**config.mk**
```make
export PLATFORM = sky130hd
export DESIGN_NAME = utf8_stream_validator
export DESIGN_NICKNAME = d
export VERILOG_FILES = /design/src/rtl/utf8sv_pkg.sv /design/src/rtl/utf8_stream_validator.sv /design/src/rtl/utf8sv_front.sv /design/src/rtl/utf8sv_queue.sv /design/src/rtl/utf8sv_back.sv
export SDC_FILE = /design/constraint.sdc
export NUM_CORES = 1
export LEC_CHECK = 0
export CAP_MARGIN = 20
export CORE_ASPECT_RATIO = 1.75
export CORE_MARGIN = 5
export CORE_UTILIZATION = 65
export CTS_BUF_LIST = sky130_fd_sc_hd__clkbuf_4
export DETAILED_ROUTE_END_ITERATION = 7
export DONT_BUFFER_PORTS = 1
export PLACE_DENSITY = 0.81
export SETUP_SLACK_MARGIN = 0.4
export SLEW_MARGIN = 5
export SYNTH_ARGS = -nofsm -noshare
export SYNTH_HDL_FRONTEND = slang
export SYNTH_SLANG_ARGS = --single-unit
```
**constraint.sdc**
```tcl
create_clock -name i_clk -period 4.73 [get_ports i_clk]
set_input_delay 0.2365 -clock i_clk [delete_from_list [all_inputs] [get_ports i_clk]]
set_output_delay 0.2365 -clock i_clk [all_outputs]
set_load 0.02 [all_outputs]
```
**src/rtl/utf8sv_pkg.sv**
```systemverilog
// Shared types for the UTF-8 stream validator.
// Used by the front classifier, the queue and the back-end checker.
package utf8sv_pkg;

    typedef enum logic [2:0] {
        LK_OTHER,
        LK_E0,
        LK_ED,
        LK_F0,
        LK_F4
    } t_lead_kind;

    // one byte after classification
    typedef struct packed {
        logic       fin;
        logic       invalid_lead;
        logic       is_cont;
        logic       lead_fault;
        t_lead_kind lead_kind;
        logic [1:0] cont_need;
        logic       sec_80_9f;
        logic       sec_a0_bf;
        logic       sec_80_8f;
    } t_cls;

endpackage

```
**src/rtl/utf8_stream_validator.sv**
```systemverilog
// UTF-8 stream validator: one byte per cycle unless stalled, verdict on the final byte.
// Path: a final byte passes the front register, the queue and the back-end result
// register before its verdict shows.
// Throughput: unless stalled, one byte in and one queue entry retired per cycle.
// Reset: synchronous active-low i_rst_n clears all sequence state and empties the queue.
module utf8_stream_validator #(
    parameter int POSITION_BITS = 32,
    parameter int QUEUE_DEPTH   = 4
) (
    input  logic        i_clk,
    input  logic        i_rst_n,
    input  logic        i_in_valid,
    output logic        o_in_stall,
    input  logic [7:0]  i_data_byte,
    input  logic        i_is_final,
    output logic        o_out_valid,
    input  logic        i_out_stall,
    output logic        o_is_valid,
    output logic [31:0] o_error_offset
);
    import utf8sv_pkg::*;

    logic w_push, w_full, w_q_valid, w_pop;
    t_cls w_front_item, w_q_item;

    utf8sv_front u_front (
        .i_clk       (i_clk),
        .i_rst_n     (i_rst_n),
        .i_in_valid  (i_in_valid),
        .o_in_stall  (o_in_stall),
        .i_data_byte (i_data_byte),
        .i_is_final  (i_is_final),
        .o_push      (w_push),
        .o_item      (w_front_item),
        .i_full      (w_full)
    );

    utf8sv_queue #(
        .DEPTH (QUEUE_DEPTH)
    ) u_queue (
        .i_clk   (i_clk),
        .i_rst_n (i_rst_n),
        .i_push  (w_push),
        .i_item  (w_front_item),
        .o_full  (w_full),
        .o_valid (w_q_valid),
        .o_item  (w_q_item),
        .i_pop   (w_pop)
    );

    utf8sv_back #(
        .POSITION_BITS (POSITION_BITS)
    ) u_back (
        .i_clk          (i_clk),
        .i_rst_n        (i_rst_n),
        .i_valid        (w_q_valid),
        .i_item         (w_q_item),
        .o_pop          (w_pop),
        .o_out_valid    (o_out_valid),
        .i_out_stall    (i_out_stall),
        .o_is_valid     (o_is_valid),
        .o_error_offset (o_error_offset)
    );

endmodule

```
**src/rtl/utf8sv_front.sv**
```systemverilog
// Front end: takes raw bytes and registers their classification.
// Depends on utf8sv_pkg; feeds utf8sv_queue.
module utf8sv_front (
    input  logic              i_clk,
    input  logic              i_rst_n,
    input  logic              i_in_valid,
    output logic              o_in_stall,
    input  logic [7:0]        i_data_byte,
    input  logic              i_is_final,
    output logic              o_push,
    output utf8sv_pkg::t_cls  o_item,
    input  logic              i_full
);
    import utf8sv_pkg::*;

    logic r_valid, n_valid;
    t_cls r_item, n_item;
    logic w_accept;

    assign o_in_stall = r_valid && i_full;
    assign w_accept   = i_in_valid && !o_in_stall;
    assign o_push     = r_valid && !i_full;
    assign o_item     = r_item;

    always_comb begin
        logic [7:0] b;
        b = i_data_byte;
        n_item.fin          = i_is_final;
        n_item.is_cont      = (b & 8'hC0) == 8'h80;
        n_item.sec_80_9f    = (b & 8'hE0) == 8'h80;
        n_item.sec_a0_bf    = (b & 8'hE0) == 8'hA0;
        n_item.sec_80_8f    = (b & 8'hF0) == 8'h80;
        n_item.invalid_lead = 1'b0;
        n_item.cont_need    = 2'd0;
        // two-byte leads below C2 and four-byte leads above F4 are faults
        n_item.lead_fault   = ((b & 8'hE0) == 8'hC0 && b < 8'hC2) ||
                              ((b & 8'hF8) == 8'hF0 && b > 8'hF4);
        if ((b & 8'h80) == 8'h00) begin
            n_item.cont_need = 2'd0;
        end else if ((b & 8'hE0) == 8'hC0) begin
            n_item.cont_need = 2'd1;
        end else if ((b & 8'hF0) == 8'hE0) begin
            n_item.cont_need = 2'd2;
        end else if ((b & 8'hF8) == 8'hF0) begin
            n_item.cont_need = 2'd3;
        end else begin
            n_item.invalid_lead = 1'b1;
        end
        case (b)
            8'hE0:   n_item.lead_kind = LK_E0;
            8'hED:   n_item.lead_kind = LK_ED;
            8'hF0:   n_item.lead_kind = LK_F0;
            8'hF4:   n_item.lead_kind = LK_F4;
            default: n_item.lead_kind = LK_OTHER;
        endcase
    end

    always_comb begin
        n_valid = r_valid;
        if (w_accept) begin
            n_valid = 1'b1;
        end else if (o_push) begin
            n_valid = 1'b0;
        end
    end

    always_ff @(posedge i_clk) begin
        if (!i_rst_n) begin
            r_valid <= 1'b0;
        end else begin
            r_valid <= n_valid;
        end
        if (w_accept) begin
            r_item <= n_item;
        end
    end

endmodule

```
**src/rtl/utf8sv_queue.sv**
```systemverilog
// Short queue of classified bytes between front and back.
// Depends on utf8sv_pkg.
module utf8sv_queue #(
    parameter int DEPTH = 4
) (
    input  logic              i_clk,
    input  logic              i_rst_n,
    input  logic              i_push,
    input  utf8sv_pkg::t_cls  i_item,
    output logic              o_full,
    output logic              o_valid,
    output utf8sv_pkg::t_cls  o_item,
    input  logic              i_pop
);
    import utf8sv_pkg::*;

    localparam int AW = (DEPTH > 1) ? $clog2(DEPTH) : 1;
    localparam int CW = $clog2(DEPTH + 1);

    t_cls            r_mem [DEPTH];
    logic [AW-1:0]   r_wr_ptr, n_wr_ptr;
    logic [AW-1:0]   r_rd_ptr, n_rd_ptr;
    logic [CW-1:0]   r_count, n_count;
    logic            w_push, w_pop;

    assign o_full  = r_count == CW'(DEPTH);
    assign o_valid = r_count != '0;
    assign o_item  = r_mem[r_rd_ptr];
    assign w_push  = i_push && !o_full;
    assign w_pop   = i_pop && o_valid;

    always_comb begin
        n_wr_ptr = r_wr_ptr;
        n_rd_ptr = r_rd_ptr;
        n_count  = r_count;
        if (w_push) begin
            n_wr_ptr = (r_wr_ptr == AW'(DEPTH - 1)) ? '0 : r_wr_ptr + 1'b1;
        end
        if (w_pop) begin
            n_rd_ptr = (r_rd_ptr == AW'(DEPTH - 1)) ? '0 : r_rd_ptr + 1'b1;
        end
        if (w_push && !w_pop) begin
            n_count = r_count + 1'b1;
        end else if (w_pop && !w_push) begin
            n_count = r_count - 1'b1;
        end
    end

    always_ff @(posedge i_clk) begin
        if (!i_rst_n) begin
            r_wr_ptr <= '0;
            r_rd_ptr <= '0;
            r_count  <= '0;
        end else begin
            r_wr_ptr <= n_wr_ptr;
            r_rd_ptr <= n_rd_ptr;
            r_count  <= n_count;
        end
        if (w_push) begin
            r_mem[r_wr_ptr] <= i_item;
        end
    end

endmodule

```
**src/rtl/utf8sv_back.sv**
```systemverilog
// Back end: sequence tracking, error capture and the result register.
// Depends on utf8sv_pkg; pops classified bytes from utf8sv_queue.
module utf8sv_back #(
    parameter int POSITION_BITS = 32
) (
    input  logic              i_clk,
    input  logic              i_rst_n,
    input  logic              i_valid,
    input  utf8sv_pkg::t_cls  i_item,
    output logic              o_pop,
    output logic              o_out_valid,
    input  logic              i_out_stall,
    output logic              o_is_valid,
    output logic [31:0]       o_error_offset
);
    import utf8sv_pkg::*;

    localparam int PB = POSITION_BITS;

    logic [PB-1:0] r_pos, n_pos;
    logic [1:0]    r_cont, n_cont;
    t_lead_kind    r_kind, n_kind;
    logic          r_await, n_await;
    logic [PB-1:0] r_start, n_start;
    logic          r_fault, n_fault;
    logic          r_err, n_err;
    logic [PB-1:0] r_err_off, n_err_off;
    logic          r_out_valid, n_out_valid;
    logic          r_is_valid, n_is_valid;
    logic [31:0]   r_off, n_off;
    logic          w_take, w_res;
    logic [PB-1:0] w_pos_inc;
    logic [63:0]   w_off_ext;

    assign w_take    = i_valid && !(i_item.fin && r_out_valid && i_out_stall);
    assign w_res     = w_take && i_item.fin;
    assign o_pop     = w_take;
    assign w_pos_inc = (r_pos == '1) ? r_pos : r_pos + 1'b1;

    assign o_out_valid    = r_out_valid;
    assign o_is_valid     = r_is_valid;
    assign o_error_offset = r_off;

    always_comb begin
        logic f;
        f         = r_fault;
        n_pos     = r_pos;
        n_cont    = r_cont;
        n_kind    = r_kind;
        n_await   = r_await;
        n_start   = r_start;
        n_fault   = r_fault;
        n_err     = r_err;
        n_err_off = r_err_off;
        w_off_ext = '0;
        n_is_valid = r_is_valid;
        n_off      = r_off;
        if (w_take) begin
            if (!r_err) begin
                if (r_cont == 2'd0) begin
                    if (i_item.invalid_lead) begin
                        n_err     = 1'b1;
                        n_err_off = r_pos;
                    end else if (i_item.cont_need != 2'd0) begin
                        n_cont  = i_item.cont_need;
                        n_kind  = i_item.lead_kind;
                        n_start = r_pos;
                        n_await = 1'b1;
                        n_fault = i_item.lead_fault;
                    end
                end else if (!i_item.is_cont) begin
                    n_err     = 1'b1;
                    n_err_off = r_pos;
                end else begin
                    if (r_await) begin
                        // overlong, surrogate and above-range second bytes
                        case (r_kind)
                            LK_E0:   f = r_fault || i_item.sec_80_9f;
                            LK_ED:   f = r_fault || i_item.sec_a0_bf;
                            LK_F0:   f = r_fault || i_item.sec_80_8f;
                            LK_F4:   f = r_fault || !i_item.sec_80_8f;
                            default: f = r_fault;
                        endcase
                        n_await = 1'b0;
                    end
                    n_fault = f;
                    n_cont  = r_cont - 1'b1;
                    if (n_cont == 2'd0 && f) begin
                        n_err     = 1'b1;
                        n_err_off = r_start;
                    end
                end
            end
            if (!i_item.fin) begin
                n_pos = w_pos_inc;
            end else begin
                // string ends inside a sequence: truncation at its length
                if (!n_err && n_cont != 2'd0) begin
                    n_err     = 1'b1;
                    n_err_off = w_pos_inc;
                end
                w_off_ext  = n_err ? 64'(n_err_off) : '0;
                n_is_valid = !n_err;
                n_off      = (|w_off_ext[63:32]) ? 32'hFFFF_FFFF : w_off_ext[31:0];
                n_pos      = '0;
                n_cont     = 2'd0;
                n_kind     = LK_OTHER;
                n_await    = 1'b0;
                n_start    = '0;
                n_fault    = 1'b0;
                n_err      = 1'b0;
                n_err_off  = '0;
            end
        end
    end

    always_comb begin
        n_out_valid = r_out_valid;
        if (w_res) begin
            n_out_valid = 1'b1;
        end else if (r_out_valid && !i_out_stall) begin
            n_out_valid = 1'b0;
        end
    end

    always_ff @(posedge i_clk) begin
        if (!i_rst_n) begin
            r_pos       <= '0;
            r_cont      <= 2'd0;
            r_kind      <= LK_OTHER;
            r_await     <= 1'b0;
            r_start     <= '0;
            r_fault     <= 1'b0;
            r_err       <= 1'b0;
            r_err_off   <= '0;
            r_out_valid <= 1'b0;
        end else begin
            r_pos       <= n_pos;
            r_cont      <= n_cont;
            r_kind      <= n_kind;
            r_await     <= n_await;
            r_start     <= n_start;
            r_fault     <= n_fault;
            r_err       <= n_err;
            r_err_off   <= n_err_off;
            r_out_valid <= n_out_valid;
        end
        if (w_res) begin
            r_is_valid <= n_is_valid;
            r_off      <= n_off;
        end
    end

endmodule

```
Yosys cells after proc, flatten, opt, wreduce, memory -nomap -nowiden
Memories as Yosys holds them, arrays and structs flattened. A register that Yosys moved wholly into a read port is not among the register bits.
Index checks and enable logic that the tools add are counted.
W data, S select, Z words.

word-level totals
  output and inout bits = 35
  input port bits = 13
  memories kept = 1
  RAM bits = 48
  flip-flop bits (word level) = 158

memories
  memory         words  width  rd ports  clocked after memory_dff  wr ports  RTL line            source
  u_queue.r_mem  4      12     1         1                         1         utf8sv_queue.sv:20  t_cls r_mem [DEPTH];

cells by class
  equal/unequal tests = 23
  $lt $le $gt $ge = 2
  multiplexer cells = 74
  reductions and logical operators = 48
  $add $sub $neg = 6

operators by type and width
  cell                       number
  $mux W32                   17
  $mux W1                    35
  $add A32 B1 Y32 const B    1
  $eq A32 B32 Y1 const B     1
  $eq A8 B8 Y1 const B       4
  $reduce_or A32 Y1 const A  1
  $mux W2                    13
  $mux W3                    7
  $logic_and A1 B1 Y1        16
  $eq A3 B3 Y1 const B       5
  $reduce_bool A2 Y1         7
  $pmux W3 S4                1
  $reduce_and A5 Y1          2
  $logic_not A1 Y1           9
  $eq A4 B4 Y1 const B       2
  $gt A8 B8 Y1 const B       1
  $logic_not A8 Y1           1
  $lt A8 B8 Y1 const B       1
  $eq A2 B2 Y1 const B       3
  $eq A3 B2 Y1 const B       2
  $ne A3 B2 Y1 const B       2
  $reduce_bool A3 Y1         2
  $eq A5 B5 Y1 const B       1
  $logic_or A1 B1 Y1         5
  other kinds (11)           14

Depth between registers and ports, before layout
  depth after elaboration = 20
  gate-level depth with buffers = 14
  depth with buffers taken out = 10

Modules after synthesis
From an unflattened synthesis, not the netlist that was laid out.

unflattened totals
  cell total of the unflattened synthesis = 1140
  area, all modules = 11229.5 um2

modules (own cells, without submodules)
  module        area an instance (um2)  instances  cells each
  utf8sv_back   8449.4                  1          985
  utf8sv_queue  2235.9                  1          113
  utf8sv_front  544.3                   1          42

Least setup slack after synthesis
Ideal clock, no wire load.

  kind = flip-flop to flip-flop
  from = reg with a tool-made name
  to = reg u_queue.r_count[2]
  setup slack = 1566 ps
  data required time = 4660 ps
  stages on the path, launching flop included = 15
  data arrival time = 3094 ps
  clock period less this slack = 3164 ps
  path through = dfxtp_1 buf_6 buf_6 mux2_2 buf_2 o21a_1 clkbuf_1 inv_1 buf_1 ha_1 inv_1 fa_1 xor2_1 or3_1 a21oi_1

RTL lines
  what                  RTL line            source
  to (signal assigned)  utf8sv_queue.sv:57  r_count <= n_count;
  to (decl)             utf8sv_queue.sv:23  logic [CW-1:0] r_count, n_count;

==> flow_summary.json <==
{
  "drcViolationCount": 0,
  "fin_skew_ns": 0.05004,
  "grt_pass1_wl_um": 42260,
  "grt_usage_pct": 30.54,
  "viasPerCell": 6.920,
  "r2r_setup_slack_ns": 0.99,
  "crit_slowest_cell": "dfxtp_1",
  "syn2layout_area_growth_pct": 7.916,
  "port_buffers": 0,
  "postRouteAntennaNets": 0,
  "crit_family": "flip-flops",
  "reg2regPathDepth": 7,
  "max_slew_margin_pct": 29.83,
  "synth_area_per_cell_um2": 10.41,
  "path_clk_slew_ns": 0.07,
  "htreeDepth": 2,
  "power_switching_mw": 2.338,
  "synth_nets": 963,
  "comb_power_share_pct": 32.3,
  "peakVddDrop_v": 0.0003988,
  "netlist_instances": 940,
  "use_met1_pct": 30.30,
  "power.leakage_nw": 3.640,
  "drive_gt1_share_pct": 13.39,
  "timing_hold_violations_final": 0,
  "worstHoldStart": "i_data_byte[7]",
  "first_iter_violations": 712,
  "stdcell_area_um2": 10560,
  "synth_edf_count": 93,
  "ys_types": 75,
  "cts_root_buffer": "clkbuf_4",
  "antenna_found_initial": 1,
  "startpoint_type": "flop",
  "die_w_um": 102.7,
  "tightest_slew_ns": 1.051,
  "slowest_delay_ns": 0.91,
  "io_pins": 48,
  "critPathCaptureType": "flop",
  "drt_pass1_iterations": 5,
  "yosys_warnings": 0,
  "setup_viol": 0,
  "holdPathStages": 2,
  "placed_area_um2": 9773,
  "async_flop_share_pct": 0,
  "clk_path_buf_depth": 3,
  "period_share_pct": 79.07,
  "multi_input_area_um2": 4252,
  "ys.flop_type": "dfxtp_1",
  "postRouteWirelength_um": 26540,
  "num-nets-final": 958,
  "grt_pass1_vias": 8437,
  "cts.sink_count": 208,
  "max_freq_mhz": 267.4,
  "critPathRequiredTime_ns": 5.24,
  "fin_crit_ns": 3.740,
  "path_buf_inv": 2,
  "ys_ff_latch": 208,
  "crit_top_cell": "buf_4",
  "hold_ws_ns": 0.1028,
  "grt-ovfl-total": 0,
  "clk_latency_ns": 0.63,
  "cts_tree": "yes",
  "row_count": 59,
  "die_h_um": 172.3,
  "reg2reg_to": "u_back.r_start[11]",
  "start_util_pct": 65.94,
  "cap_violations": 0,
  "die_area_um2": 17700,
  "final_util_pct": 71.16,
  "slew_violations": 0,
  "gp_congestion": 0.9218,
  "whs_endpoint": "u_front.o_item[4]",
  "status": "finished clean",
  "seqPwrFrac_pct": 43.0,
  "p_int_mw": 3.329,
  "power_frac_clock_pct": 24.6,
  "vias": 7993,
  "dp.final_hpwl_um": 16810,
  "critPathArrivalTime_ns": 4.25,
  "seqCellArea_um2": 5095,
  "core_area_um2": 14840,
  "grt_max_degree": 71,
  "ys_seq_area_share_pct": 52.07,
  "fillers": 1065,
  "use_met2_pct": 56.53,
  "path_max_fanout": 37,
  "rsz0062_at_grt": "false",
  "routedWlPerCell_um": 22.98,
  "hp-class": "input pin to flop",
  "top_usage_layer": "met2",
  "switching_share_pct": 41.26,
  "syn_area_um2": 9784,
  "pwr_density_cell_nw_per_um2": 536.7,
  "use_met3_pct": 5.289,
  "path_class": "flop to flop",
  "cts_buffers": 47,
  "fin_tns_setup_ns": 0,
  "worstPathCellList": "mux2_2 > o21a_1 > buf_4 > and2_1 > buf_4 > nand3_1 > a21oi_1"
}
synthesized netlist by cell type, drive strengths merged, types with 3 or more instances:
master	instances	share of area, %
a311oi	6	0.54
a41oi	3	0.27
a21oi	66	3.4
mux2	3	0.35
xor2	20	1.8
mux2i	10	1.0
nor4	7	0.45
dfxtp	115	24
nand4	15	1.1
a31oi	5	0.32
o211a	3	0.31
a221o	32	3.3
buf	35	2.1
nor3	19	1.1
o311ai	3	0.52
a2bb2oi	5	0.45
inv	11	0.42
nor2	42	1.6
o41ai	3	0.27
ha	9	1.2
nand2b	7	0.52
xnor2	12	1.1
clkbuf	58	2.2
and2	9	0.58
edfxtp	93	29
a22oi	32	2.5
o31ai	5	0.38
o21ai	17	0.87
nand3	49	2.5
nor2b	6	0.38
or3	10	0.65
and3	42	2.7
mux4	11	2.5
nand2	109	4.3
o221ai	33	3.0
a2111oi	3	0.33
metal layers:
| layer | up-vias | part of all wire (%) |
|---|---|---|
| met5 | - | 0 |
| met4 | 0 | 5.8 |
| met3 | 129 | 6.3 |
| met2 | 423 | 55 |
| met1 | 3851 | 33 |
| li1 | 3590 | - |
power by group through the flow:
| stage | clock network, mW | logic (mW) | registers (mW) |
|---|---|---|---|
| after floorplan | 0 | 1.32 | 2.36 |
| after global placement | 0 | 1.70 | 2.47 |
| after detailed placement | 0 | 1.77 | 2.48 |
| after CTS | 1.41 | 1.79 | 2.44 |
| after global routing | 1.52 | 1.94 | 2.47 |
| final | 1.40 | 1.83 | 2.44 |
how the worst max path moves through the flow:
stage / start / to / slack [ns] / depth (start not counted)
floorplan: flop / u_queue.r_count[2] / 1.57 / 14
global placement: flop / u_back.o_error_offset[24] / 1.11 / 6
detailed placement: flop / u_back.o_error_offset[24] / 1.05 / 6
CTS: flop / u_back.o_error_offset[24] / 1.03 / 6
global route: flop / u_back.r_start[15] / 0.74 / 7
finish: flop / u_back.r_start[11] / 0.99 / 7
worst reg2reg max path: stages (launching register included):
cell and delay (ns):
dfxtp_1 0.91, mux2_2 0.87, o21a_1 0.49, buf_4 0.27, and2_1 0.50, buf_4 0.31
nand3_1 0.10, a21oi_1 0.19
timing repair:
action / in CTS / in global routing
buffers inserted: 0 / 0
hold buffers: 17 / 1
gates resized for setup: 0 / 0
endpoints found under the hold margin: 26 / 2
state kept, by name, summed over array words and instances, names as in the netlist, 3 cells and up, named ones only:
signal                 cells
u_queue.r_mem             48
u_back.o_error_offset     32
u_back.r_err_off          32
u_back.r_pos              32
u_back.r_start            32
u_front.o_item            12
u_back.r_kind              3
u_queue.r_count            3
cell type report:
class                   instances  area share [%]
flip-flops and latches        208           48.25
multi-input cells             627           40.27
clock buffers                  72           5.119
repair buffers                 39           3.223
well taps                     183           2.169
clock inverters                13          0.5214
inverters                      12          0.4266
diodes                          1         0.02370
cell families (layout without fill, tap and decap cells):
group                      Yosys count  count (layout)  synth area share, %
AOI/OAI and AO/OA                  231             231                17.71
xor gates and xnor gates            32              32                2.864
adders and majority gates           10              10                1.356
buffers and inverters              105             136                4.795
DFF                                208             208                52.07
muxes                               24              24                3.900
other                                0               1                    0
and+or+nand+nor                    330             330                17.30
layout by cell type (no fill, tap or decap), types with 7 or more instances in the layout:
cell type        n
xnor2_1         12
nor2_1          41
o221ai_1        33
dlygate4sd3_1   18
nand2_1        107
and2_1           9
mux2i_1         10
a21oi_1         66
clkbuf_4        72
ha_1             9
and3_1          42
a221o_1         32
mux4_2          11
nand3_1         49
buf_4           20
or3_1            9
dfxtp_1        115
clkinv_1         9
o21ai_0         16
nor4_1           7
a22oi_1         32
edfxtp_1        93
nand4_1         14
xor2_1          20
nor3_1          16
inv_1           11
metrics by stage:
stage,power (mW),instances,setup slack (ns)
floorplan,3.683,940,1.566
global placement,4.163,1049,1.114
detailed placement,4.251,1050,1.048
CTS,5.639,1152,1.027
global route,5.920,1155,0.7388
finish,5.667,1155,0.9900
(Power assumes the default switching activity.)
